<file path="src/cslw_pkg.sv">
// Types and constants shared by the cache set block.
`timescale 1ns / 1ps

package cslw_pkg;

   localparam int TAG_BITS = 20;
   localparam int WAYS_DEFAULT = 4;

   localparam logic OP_READ = 1'b0;
   localparam logic OP_WRITE = 1'b1;

   localparam logic [1:0] OUTCOME_HIT = 2'd0;
   localparam logic [1:0] OUTCOME_MISS_CLEAN = 2'd1;
   localparam logic [1:0] OUTCOME_MISS_DIRTY = 2'd2;
   localparam logic [1:0] OUTCOME_UNUSED = 2'd3;

   typedef struct packed {
      logic operation;
      logic [TAG_BITS-1:0] tag;
   } req_type;

   typedef struct packed {
      logic [1:0] outcome;
      logic [2:0] dirty_count;
   } rsp_type;

endpackage

</file>
<file path="src/cslw_lookup.sv">
// Tag lookup, victim choice and next-state logic for one access to the set.
`timescale 1ns / 1ps

module cslw_lookup #(
   parameter int WAYS = cslw_pkg::WAYS_DEFAULT,
   parameter int RANK_W = (WAYS > 1) ? $clog2(WAYS) : 1
) (
   input  cslw_pkg::req_type                           req,
   input  logic [WAYS-1:0][cslw_pkg::TAG_BITS-1:0]     way_tag,
   input  logic [WAYS-1:0]                             way_valid,
   input  logic [WAYS-1:0]                             way_dirty,
   input  logic [WAYS-1:0][RANK_W-1:0]                 way_rank,
   output logic [WAYS-1:0][cslw_pkg::TAG_BITS-1:0]     tag_next,
   output logic [WAYS-1:0]                             valid_next,
   output logic [WAYS-1:0]                             dirty_next,
   output logic [WAYS-1:0][RANK_W-1:0]                 rank_next,
   output cslw_pkg::rsp_type                           rsp
);

   localparam int WIDX = (WAYS > 1) ? $clog2(WAYS) : 1;
   localparam int CNT_W = $clog2(WAYS + 1);

   logic hit;
   logic have_free;
   logic [WIDX-1:0] hit_way;
   logic [WIDX-1:0] free_way;
   logic [WIDX-1:0] lru_way;
   logic [WIDX-1:0] sel_way;
   logic [RANK_W-1:0] old_rank;
   logic [CNT_W-1:0] count;

   always_comb begin
      hit = 1'b0;
      have_free = 1'b0;
      hit_way = '0;
      free_way = '0;
      lru_way = '0;
      for (int k = WAYS - 1; k >= 0; k--) begin
         if (way_valid[k] && (way_tag[k] == req.tag)) begin
            hit = 1'b1;
            hit_way = WIDX'(k);
         end
         if (!way_valid[k]) begin
            have_free = 1'b1;
            free_way = WIDX'(k);
         end
         if (way_rank[k] == RANK_W'(WAYS - 1)) begin
            lru_way = WIDX'(k);
         end
      end
      sel_way = hit ? hit_way : (have_free ? free_way : lru_way);
   end

   always_comb begin
      tag_next = way_tag;
      valid_next = way_valid;
      dirty_next = way_dirty;
      rank_next = way_rank;
      old_rank = way_rank[sel_way];
      for (int k = 0; k < WAYS; k++) begin
         if (way_rank[k] < old_rank) begin
            rank_next[k] = way_rank[k] + RANK_W'(1);
         end
      end
      rank_next[sel_way] = '0;
      if (hit) begin
         if (req.operation == cslw_pkg::OP_WRITE) begin
            dirty_next[sel_way] = 1'b1;
         end
      end else begin
         tag_next[sel_way] = req.tag;
         valid_next[sel_way] = 1'b1;
         dirty_next[sel_way] = (req.operation == cslw_pkg::OP_WRITE);
      end
   end

   always_comb begin
      count = '0;
      for (int k = 0; k < WAYS; k++) begin
         count = count + CNT_W'(dirty_next[k]);
      end
      if (hit) begin
         rsp.outcome = cslw_pkg::OUTCOME_HIT;
      end else if (!have_free && way_dirty[lru_way]) begin
         rsp.outcome = cslw_pkg::OUTCOME_MISS_DIRTY;
      end else begin
         rsp.outcome = cslw_pkg::OUTCOME_MISS_CLEAN;
      end
      rsp.dirty_count = 3'(count);
   end

endmodule

</file>
<file path="src/cache_set_lru_writeback_top.sv">
// Top level of one set of a write-back cache with true LRU replacement.
//
//   Channel   Direction  Payload               Transfer when
//   req       in         operation, tag        req_valid && req_ready
//   rsp       out        outcome, dirty_count  rsp_valid && rsp_ready
//
// An access is registered on transfer and resolved once the result register is
// free or being read, updating the set state and the result register together.
// One access per cycle unless results stall; one result register sets that rate.
// A stalled result holds the access in the input register and lowers req_ready.
// Synchronous reset empties the set and gives way k the recency rank k.
`timescale 1ns / 1ps

module cache_set_lru_writeback_top #(
   parameter int WAYS = cslw_pkg::WAYS_DEFAULT
) (
   input  logic               clock,
   input  logic               reset,
   input  logic               req_valid,
   output logic               req_ready,
   input  cslw_pkg::req_type  req_payload,
   output logic               rsp_valid,
   input  logic               rsp_ready,
   output cslw_pkg::rsp_type  rsp_payload
);

   localparam int RANK_W = (WAYS > 1) ? $clog2(WAYS) : 1;

   logic in_valid_ff;
   cslw_pkg::req_type in_req_ff;
   logic rsp_valid_ff;
   cslw_pkg::rsp_type rsp_ff;
   cslw_pkg::rsp_type rsp_in;

   logic [WAYS-1:0][cslw_pkg::TAG_BITS-1:0] tag_ff;
   logic [WAYS-1:0][cslw_pkg::TAG_BITS-1:0] tag_in;
   logic [WAYS-1:0] valid_ff;
   logic [WAYS-1:0] valid_in;
   logic [WAYS-1:0] dirty_ff;
   logic [WAYS-1:0] dirty_in;
   logic [WAYS-1:0][RANK_W-1:0] rank_ff;
   logic [WAYS-1:0][RANK_W-1:0] rank_in;

   logic advance;

   assign advance = in_valid_ff && (!rsp_valid_ff || rsp_ready);
   assign req_ready = !in_valid_ff || advance;
   assign rsp_valid = rsp_valid_ff;
   assign rsp_payload = rsp_ff;

   cslw_lookup #(
      .WAYS(WAYS),
      .RANK_W(RANK_W)
   ) u_lookup (
      .req(in_req_ff),
      .way_tag(tag_ff),
      .way_valid(valid_ff),
      .way_dirty(dirty_ff),
      .way_rank(rank_ff),
      .tag_next(tag_in),
      .valid_next(valid_in),
      .dirty_next(dirty_in),
      .rank_next(rank_in),
      .rsp(rsp_in)
   );

   always_ff @(posedge clock) begin
      if (reset) begin
         in_valid_ff <= 1'b0;
         rsp_valid_ff <= 1'b0;
         tag_ff <= '0;
         valid_ff <= '0;
         dirty_ff <= '0;
         for (int k = 0; k < WAYS; k++) begin
            rank_ff[k] <= RANK_W'(k);
         end
      end else begin
         if (req_ready) begin
            in_valid_ff <= req_valid;
         end
         if (advance) begin
            rsp_valid_ff <= 1'b1;
            tag_ff <= tag_in;
            valid_ff <= valid_in;
            dirty_ff <= dirty_in;
            rank_ff <= rank_in;
         end else if (rsp_ready) begin
            rsp_valid_ff <= 1'b0;
         end
      end
   end

   always_ff @(posedge clock) begin
      if (req_valid && req_ready) begin
         in_req_ff <= req_payload;
      end
      if (advance) begin
         rsp_ff <= rsp_in;
      end
   end

endmodule

</file>
<file path="config.mk">
export PLATFORM = sky130hd
export DESIGN_NAME = cache_set_lru_writeback_top
export DESIGN_NICKNAME = d
export VERILOG_FILES = /design/src/cslw_pkg.sv /design/src/cslw_lookup.sv /design/src/cache_set_lru_writeback_top.sv
export SDC_FILE = /design/constraint.sdc
export NUM_CORES = 1
export LEC_CHECK = 0
export BUFFER_PORTS_ARGS = -buffer_cell sky130_fd_sc_hd__buf_4
export CAP_MARGIN = 20
export CORE_ASPECT_RATIO = 1.75
export CORE_MARGIN = 10
export CORE_UTILIZATION = 45
export CTS_CLUSTER_SIZE = 24
export DETAILED_ROUTE_END_ITERATION = 8
export HOLD_SLACK_MARGIN = 0.06
export PLACE_DENSITY = 0.65
export SETUP_SLACK_MARGIN = 0.5
export SKIP_CTS_REPAIR_TIMING = 1
export SYNTH_ARGS = -nofsm -noshare
export SYNTH_HDL_FRONTEND = slang
export SYNTH_SLANG_ARGS = --single-unit
</file>
<file path="constraint.sdc">
create_clock -name clock -period 4.26 [get_ports clock]
set_clock_uncertainty 0.05 [all_clocks]
set_input_delay 0.426 -clock clock [delete_from_list [all_inputs] [get_ports clock]]
set_output_delay 0.426 -clock clock [all_outputs]
set_load 0.1 [all_outputs]
</file>
# Word-level counts from Yosys, hierarchy flattened
# Index checks and enable logic that the tools add are counted.
[totals]
out_inout_bits = 7
mem_bits_rw = 0
n_memories = 0
input_bits = 25
regBits = 124
rom_bits = 0
latch_bits = 0
[classes]
reduce_logical = 15
div_mod_pow = 0
n_mul = 0
mux = 43
magnitude_cmp = 7
n_shift = 0
eq_ne = 8
n_bitwise = 5
add_sub_neg = 7
[op_table]
columns = ["operator", "count"]
rows = [
  ["bitwise mux 80 bit", 1],
  ["== test 20 bit", 4],
  ["two-way mux 2 bit", 21],
  ["demux 20 bit (select 2 bit)", 1],
  ["two-way mux 20 bit", 1],
  ["two-way mux 1 bit", 12],
  ["adder 2 x 1 -> 2 bit (second input constant)", 4],
  ["AND 8 bit", 1],
  ["== test 2 bit (second input constant)", 4],
  ["logical AND 1 bit", 8],
  ["< comparator 2 bit", 4],
  ["two-way mux 4 bit", 2],
  ["inverter 8 bit", 1],
  ["OR 4 bit", 2],
  ["adder 3 x 1 -> 3 bit", 2],
  ["< comparator 2 x 3 -> 1 bit (second input constant)", 2],
  ["binary-select mux 2 bit (select 2 bit)", 1],
  ["bitwise mux 4 bit", 1],
  ["demux 2 bit (select 2 bit)", 1],
  ["zero test 1 bit", 3],
  ["adder 1 x 1 -> 2 bit", 1],
  ["binary-select mux 1 bit (select 2 bit)", 1],
  ["demux 1 bit (select 2 bit)", 1],
  ["greater-or-equal comparator 2 x 1 -> 1 bit (second input constant)", 1],
  ["4 further kinds", 5],
]

# Longest topological paths before layout
# Gate-level depths: netlist (run 1).
[logic_depth]
ltp_word = 17
mapped_depth = 17

# Hierarchy
# A second synthesis (run 1) with hierarchy kept.
[unflattened]
cells_unflattened = 823
area_unflattened_um2 = 8174.1
[modules_own_cells]
columns = ["mod", "n_inst", "area_each_um2", "cells_per_inst"]
rows = [
  ["cache_set_lru_writeback_top", 1, 5123.7, 452],
  ["cslw_lookup", 1, 3050.4, 371],
]

# Worst setup path after synthesis (run 1)
# No wires, ideal clock.
[synth_timing]
path_kind = "register to register"
start = "register in_req_ff[5] (netlist bit)"
end = "register rank_ff[2] (netlist bit)"
setup_slack_ns = 0.603
synth_period_minus_slack_ns = 3.657
n_path_buf = 2
arrival_time_ns = 3.493
path_stages_with_launch = 15
required_time_ns = 4.096
setup_ns = 0.114
path_cell_list = "edfxtp_1 > buf_6 > xor2_1 > nor4_1 > nand4_1 > or4_1 > buf_6 > and3_1 > or2_2 > mux2_2 > ha_1 > or4_1 > o21ai_0 > a221oi_1 > a21o_1"
[synth_via]
elab_chain_cells = 13
word_cells_on_any_way = 28
classes_between = "order compare: 3; eq/ne: 4; mux: 14; bitwise: 2; reduce/logical: 5"
[synth_rtl]
columns = ["element", "line_no", "source"]
rows = [
  ["start: declaration", "cache_set_lru_writeback_top.sv:30", "cslw_pkg::req_type in_req_ff;"],
  ["start signal: assignment", "cache_set_lru_writeback_top.sv:95", "in_req_ff <= req_payload;"],
  ["== test 20 bit", "cslw_lookup.sv:39", "if (way_valid[k] && (way_tag[k] == req.tag)) begin"],
  ["logical AND 1 bit", "cslw_lookup.sv:39", ""],
  ["two-way mux 2 bit / two-way mux 1 bit (equally long branches) (4 in a row)", "cslw_lookup.sv:39", ""],
  ["two-way mux 2 bit *", "cslw_lookup.sv:51", "sel_way = hit ? hit_way : (have_free ? free_way : lru_way);"],
  ["< comparator 2 x 3 -> 1 bit (not written as such) / greater-or-equal comparator 2 x 1 -> 1 bit (equally long branches)", "cslw_lookup.sv:65", "rank_next[sel_way] = '0;"],
  ["logical AND 1 bit (not written as such)", "cslw_lookup.sv:65", ""],
  ["two-way mux 2 bit (not written as such)", "cslw_lookup.sv:65", ""],
  ["demux 2 bit (select 2 bit)", "-", ""],
  ["inverter 8 bit (no line)", "-", ""],
  ["AND 8 bit (no line) *", "-", ""],
  ["end signal: indexed assignment", "cache_set_lru_writeback_top.sv:75", "rank_ff[k] <= RANK_W'(k);"],
  ["end signal: assignment", "cache_set_lru_writeback_top.sv:86", "rank_ff <= rank_in;"],
  ["end: declaration", "cache_set_lru_writeback_top.sv:41", "logic [WAYS-1:0][RANK_W-1:0] rank_ff;"],
]
# Every way passes the cells marked *; elsewhere a longest branch is shown, timed or not. The select of a mux whose other input is x is not followed.
# A chain may end at the register's enable or synchronous reset.

# Worst setup path in the final report (run 1)
[layout_timing]
start = "register in_req_ff[15] (netlist bit)"
end = "register rank_ff[5] (netlist bit)"
# The elaborated chain is that of the path after synthesis.

==> results of run 1 <==
==> metal layers <==
metal  up-vias  part of all wire, %
li1       2195                    -
met4         0                  5.0
met5         -                    0
met1      2187                   38
met3        42                  2.6
met2        89                   55
==> worst max-delay path by stage <==
| stage | slack [ps] | to | startpoint |
|---|---|---|---|
| detailed placement | 300 | rank_ff[2] | in_req_ff[6] |
| CTS | 290 | rank_ff[2] | in_req_ff[6] |
| global placement | 360 | rsp_payload[1] | in_req_ff[19] |
| global route | 400 | rank_ff[5] | in_req_ff[15] |
| floorplan | 600 | rank_ff[2] | in_req_ff[5] |
| finish | 530 | rank_ff[5] | in_req_ff[15] |
==> final cells by class <==
cell class | count | area share, %
Sequential cell | 124 | 37.1
Timing Repair Buffer | 75 | 7.66
Tap cell | 174 | 2.94
Clock inverter | 9 | 1.42
Inverter | 11 | 0.558
Multi-Input combinational cell | 431 | 43.5
Clock buffer | 23 | 6.90
==> power by group through the flow <==
stage               registers (µW)  clock network (µW)  logic [µW]
floorplan                     1290                   0         168
global placement              1300                   0         230
detailed placement            1310                   0         233
CTS                           1280                1510         234
global route                  1280                1560         285
finish                        1280                1480         265
==> cells by family (layout without fill, tap and decap cells) <==
| logic type | after synthesis | count (layout) |
|---|---|---|
| mux | 86 | 86 |
| simple gates | 204 | 204 |
| flops | 124 | 124 |
| buf+inv | 59 | 118 |
| xor+xnor | 81 | 81 |
| fa+ha+maj | 11 | 11 |
| compound gates | 49 | 49 |
==> flip-flops by register name, summed over array words and instances (netlist names) <==
signal,cells
rank_ff,8
tag_ff,80
in_req_ff,21
rsp_payload,5
rsp_valid,1
valid_ff,4
dirty_ff,4
in_valid_ff,1
==> layout by cell type, fill, tap and decap left out, drive strengths merged, types with 3 or more instances in the layout <==
cell type  netlist  layout
a211oi           7       7
a21oi            8       8
a31oi            5       5
and2             8       8
and3             4       4
buf             23      75
clkbuf          25      23
clkinv           0       4
dfxtp           98      98
edfxtp          26      26
ha              10      10
inv             11      12
mux2i           85      85
nand2           24      24
nand2b           5       5
nand3            9       9
nand4           13      13
nor2           104     104
nor2b            3       3
nor3             7       7
nor4             9       9
o21ai           11      11
xnor2           51      51
xor2            30      30
==> through the flow <==
step	instance area, µm²	setup WS, ps	hold WS [ps]
finish	7400	533	139
global route	7400	404	119
CTS	7030	287	128
detailed placement	6420	298	439
global placement	6420	363	433
floorplan	6060	603	408
==> worst max-delay path: stages (launching register included) <==
cell      delay, ps
edfxtp_1        490
xor2_2          200
nor4_2          320
nand3_1         110
or4_4           520
and3_4          190
or2_2           320
mux2_4          350
ha_1            340
nor3_2           60
buf_4           160
a21o_1          160
a311o_1         330
==> results.py, run 1 <==
metrics = {
    "routing": {
        "drc": 0,
        "first_iter_violations": 221,
        "vias": 4513,
        "wl_mm": 15.5,
        "ant_nets": 0,
        "first_pass_iters": 5,
        "wl_per_cell_um": 18.3,
        "via_per_inst": 5.33,
    },
    "critical_path": {
        "critPathKind": "register to register",
        "cp-start-kind": "register",
        "critical_path.max_fanout": 4,
        "r2r-end": "rank_ff[5]",
        "regToRegSetupSlack_ps": 530,
        "cp.required_ps": 4500,
        "arrival_ps": 3970,
        "regToRegStartpoint": "in_req_ff[15]",
        "cp-end-kind": "register",
        "reg2reg_depth": 12,
    },
    "global_route": {
        "grt_max_degree": 101,
        "top_usage_layer": "met2",
        "antenna_found_initial": 0,
        "grt_pass1_vias": 4555,
        "grtUsageMet3_pct": 3.72,
        "grt_use_met1_pct": 15.9,
        "grt_pass1_wl_mm": 23.8,
        "grt_overflow": 0,
        "met2_usage_pct": 29.6,
        "grt_usage_pct": 16.3,
    },
    "logic_synthesis": {
        "yosysMostFrequentCell": "nor2_1",
        "synth_mux_area_share_pct": 14.2,
        "yosysSeqAreaShare_pct": 45.3,
        "yosysTopAreaCell": "dfxtp_1",
        "yosys.area_share.simple_pct": 16.0,
        "synthesis.nets": 650,
        "synth_cell_types": 55,
        "ys_async_sr_fraction_pct": 0,
        "yosys.area_share.xor_xnor_pct": 11.7,
        "synth_compound_area_share_pct": 5.93,
        "ys.flop_type": "dfxtp_1",
        "yosys-top-cells-area": "dfxtp_1 (32%), mux2i_1 (14%), edfxtp_1 (13%)",
        "synthTopCellsByCount": "nor2_1 (104), dfxtp_1 (98), mux2i_1 (85)",
        "synth_top_area_share_pct": 32.4,
        "ys_ff_latch": 124,
        "synth_top_family_by_area": "simple AND/OR/NAND/NOR gates",
        "synth_edf_count": 26,
        "ys.warnings.count": 0,
        "netlist_instances": 614,
        "avgSynthCellArea_um2": 9.86,
        "syn_area_um2": 6060,
        "synthAdderAreaFrac_pct": 2.40,
    },
    "finish": {
        "regArea_um2": 2740,
        "fill_cells": 1177,
        "final_cells": 847,
        "nets": 696,
        "syn_to_final_growth_pct": 22.2,
        "n_antenna_cell": 0,
        "fin_util_pct": 55.6,
        "drive_gt1_share_pct": 20.7,
        "multi_input_area_um2": 3220,
    },
    "die": {
        "core_um2": 13300,
        "die_w_um": 108,
        "ios": 32,
        "start_util_pct": 45.5,
        "design.die.area_um2": 18700,
        "row_count": 56,
        "fp.dieH_um": 173,
    },
    "place": {
        "routabilityCongestion": 0.870,
        "dp.cells": 789,
        "dp_hpwl_mm": 10.7,
        "io_buffers": 31,
    },
    "sta": {
        "post-route-min-period_ps": 3730,
        "fmaxAchievable_ghz": 0.268,
        "max_slew_margin_pct": 27.5,
        "rsz0062_at_grt": "true",
        "setup_viol": 0,
        "fin_crit_sh_pct": 87.5,
        "worstMarginPinSlew_ps": 1090,
        "final-hold-violation-count": 0,
        "setup_tns_ps": 0,
        "slew_violations": 0,
    },
    "clock_network": {
        "tritoncts": "yes",
        "cts-htree-levels": 4,
        "insertion_delay_ps": 410,
        "path_clk_slew_ps": 50,
        "clock_path_buffers": 2,
        "cts_buffers": 17,
        "clkSinkCount": 124,
        "cts_root_buffer": "clkbuf_16",
    },
    "hold_path": {
        "hold_class": "input port to register",
        "hold-path-endpoint": "in_req_ff[3]",
        "min_from": "req_payload[3]",
        "min_path_cells": 1,
    },
    "flow_run": {
        "maxCapViolCount": 0,
    },
    "power_and_ir_drop": {
        "power_switching_uw": 716,
        "switching_share_pct": 23.6,
        "p_seq_share_pct": 42.3,
        "p_int_uw": 2310,
        "total_leakage_power_uw": 0.00278,
        "p_clk_share_pct": 49.0,
        "pwr_density_cell_nw_per_um2": 409,
        "ir_drop_v": 0.000319,
        "pwr-share-comb_pct": 8.8,
        "total_power_uw": 3030,
    },
    "outcome": {
        "outcome": "completed",
    },
}
Power figures use the tool's default switching activity.
==> inputs of run 2 (changes only) <==
ABC_AREA = 1   (was unset)
CELL_PAD_IN_SITES_DETAIL_PLACEMENT = 0   (was unset)
CELL_PAD_IN_SITES_GLOBAL_PLACEMENT = 2   (was unset)
CORE_UTILIZATION = 35   (was 45)
PLACE_DENSITY = 0.84   (was 0.65)
==> results.py, run 2 <==
metrics = {
    "outcome": {
        "outcome": "completed",
    },
    "sta": {
        "fmaxAchievable_ghz": 0.285,
        "slew_violations": 0,
        "setup_viol": 0,
        "worstMarginPinSlew_ps": 985,
        "setup_tns_ps": 0,
        "post-route-min-period_ps": 3510,
        "final-hold-violation-count": 0,
        "fin_crit_sh_pct": 82.3,
        "rsz0062_at_grt": "false",
        "max_slew_margin_pct": 34.2,
        "hold_ws_ps": 111,
    },
    "power_and_ir_drop": {
        "ir_drop_v": 0.000317,
        "total_leakage_power_uw": 0.00342,
        "switching_share_pct": 27.6,
        "p_int_uw": 2280,
        "pwr-share-comb_pct": 11.7,
        "pwr_density_cell_nw_per_um2": 405,
        "p_seq_share_pct": 41.2,
        "power_switching_uw": 870,
        "p_clk_share_pct": 47.1,
    },
    "clock_network": {
        "insertion_delay_ps": 440,
        "path_clk_slew_ps": 60,
        "cts-htree-levels": 4,
        "clkSinkCount": 124,
        "cts_root_buffer": "clkbuf_16",
        "clock_path_buffers": 2,
        "cts_buffers": 17,
        "tritoncts": "yes",
    },
    "critical_path": {
        "cp.required_ps": 4400,
        "cp_top_family": "simple AND/OR/NAND/NOR gates",
        "crit_chain": "inv_2, nand2_1, nand2_1, nor2_1, nand2_1, nor2_1, nand3_2, nand2_4, inv_2, nand2_4, inv_4, nor2_4, nand2_1, a32o_1, ha_1, fa_1, ha_1",
        "crit_path_frequent_cell": "nand2_1",
        "arrival_ps": 3640,
        "crit_buf_inv": 3,
        "max_stage_delay_ps": 530,
        "cp-end-kind": "register",
        "critPathKind": "register to register",
        "cp-start-kind": "register",
        "critical_path.max_fanout": 9,
        "crit_slowest_cell": "edfxtp_1",
    },
    "logic_synthesis": {
        "synth_cell_types": 38,
        "yosysMostFrequentCell": "nand2_1",
        "syn_area_um2": 6830,
        "synth_edf_count": 26,
        "ys.warnings.count": 0,
        "ys_async_sr_fraction_pct": 0,
        "yosysSeqAreaShare_pct": 40.1,
        "ys_ff_latch": 124,
        "avgSynthCellArea_um2": 6.62,
        "netlist_instances": 1032,
        "yosysTopAreaCell": "dfxtp_1",
        "yosys-top-cells-area": "dfxtp_1 (29%), nand2_1 (18%), edfxtp_1 (11%)",
        "synthesis.nets": 1068,
        "synthTopCellsByCount": "nand2_1 (326), inv_1 (119), nor2_1 (99)",
        "synth_top_area_share_pct": 28.7,
        "ys.flop_type": "dfxtp_1",
    },
    "finish": {
        "largest_register_ffs": 80,
        "final_common_cell": "nand2_1",
        "nets": 1079,
        "fill_cells": 2104,
        "drive_gt1_share_pct": 11.0,
        "reg_top3": "tag_ff: 80 flops, in_req_ff: 21 flops, rank_ff: 8 flops",
        "max_flop_register": "tag_ff",
        "multi_input_area_um2": 3290,
        "final_cells": 1297,
        "regArea_um2": 2740,
        "syn_to_final_growth_pct": 13.9,
        "n_antenna_cell": 0,
        "final_cell_mix": "nand2_1 (326), inv_1 (118), nor2_1 (99), dfxtp_1 (98), a21oi_1 (94)",
    },
    "die": {
        "design.die.area_um2": 25700,
        "fp.dieH_um": 205,
        "die_w_um": 126,
        "row_count": 67,
        "core_um2": 19200,
        "start_util_pct": 35.6,
        "ios": 32,
    },
    "routing": {
        "drc": 0,
        "ant_nets": 0,
        "vias": 6335,
        "wl_per_cell_um": 18.2,
        "first_pass_iters": 5,
        "first_iter_violations": 357,
        "wl_mm": 23.7,
        "via_per_inst": 4.88,
    },
    "global_route": {
        "grt_usage_pct": 18.7,
        "grt_overflow": 0,
        "grt_pass1_vias": 6280,
        "grt_pass1_wl_mm": 36.5,
        "antenna_found_initial": 0,
        "grt_max_degree": 58,
    },
    "flow_run": {
        "maxCapViolCount": 0,
    },
    "hold_path": {
        "hold_class": "input port to register",
    },
    "place": {
        "dp.cells": 1265,
        "routabilityCongestion": 0.929,
        "io_buffers": 31,
        "dp_hpwl_mm": 18.3,
    },
}
run 2: path summary, 6_finish.rpt:
check	depth (start not counted)	end	slack [ps]	startpoint
worst max-delay path	17	rsp_payload[1]	750	in_req_ff[5]
worst max register to register	17	rsp_payload[1]	750	in_req_ff[5]
worst min-delay path	1	in_req_ff[20]	110	req_payload[20]
worst min register to register	2	tag_ff[62]	410	tag_ff[62]
run 2: power groups by stage:
stage / sequential, µW / clock, µW / combinational (µW)
finish: 1300 / 1480 / 370
CTS: 1300 / 1510 / 372
detailed placement: 1320 / 0 / 371
global route: 1310 / 1550 / 418
floorplan: 1310 / 0 / 252
global placement: 1320 / 0 / 373
run 2: cell families after synthesis:
family	Yosys count	share of synthesized area [%]
AOI/OAI and AO/OA	209	15.8
xor gates and xnor gates	5	0.641
adders and majority gates	11	2.12
buffers and inverters	192	11.8
DFF	124	40.1
and+or+nand+nor	491	29.5
run 2: routing by layer:
metal	share of wire [%]	global-route usage (%)	wire, µm	vias to the layer above
met3	3.3	3.16	778	49
met4	4.7	10.5	1120	0
met2	53	34.0	12500	131
li1	-	-	-	3276
met1	39	19.8	9230	2879
met5	0	0	0	-
run 2: worst register-to-register path: stages, from the launching register on:
cell and delay, ps:
edfxtp_1 530, inv_2 110, nand2_1 170, nand2_1 70, nor2_1 250, nand2_1 120, nor2_1 130, nand3_2 120
nand2_4 110, inv_2 50, nand2_4 110, inv_4 70, nor2_4 140, nand2_1 70, a32o_1 230, ha_1 310
fa_1 360, ha_1 270
run 2: cell type report:
class	instances	share of cell area, %
multi-input combinational	716	42.3
tap	241	3.87
clock inverter	10	1.45
clock buffer	22	6.22
timing repair buffer	39	3.92
sequential	124	35.2
inverter	145	7.03
run 2: through the flow:
step / power, µW / worst slack [ps] / instance area, µm² / utilization, %
detailed placement: 1690 / 710 / 7180 / 37.4
floorplan: 1560 / 1270 / 6830 / -
global placement: 1700 / 675 / 7180 / 37.4
CTS: 3180 / 691 / 7780 / 40.5
finish: 3150 / 754 / 7780 / 40.5
global route: 3280 / 529 / 7780 / 40.5
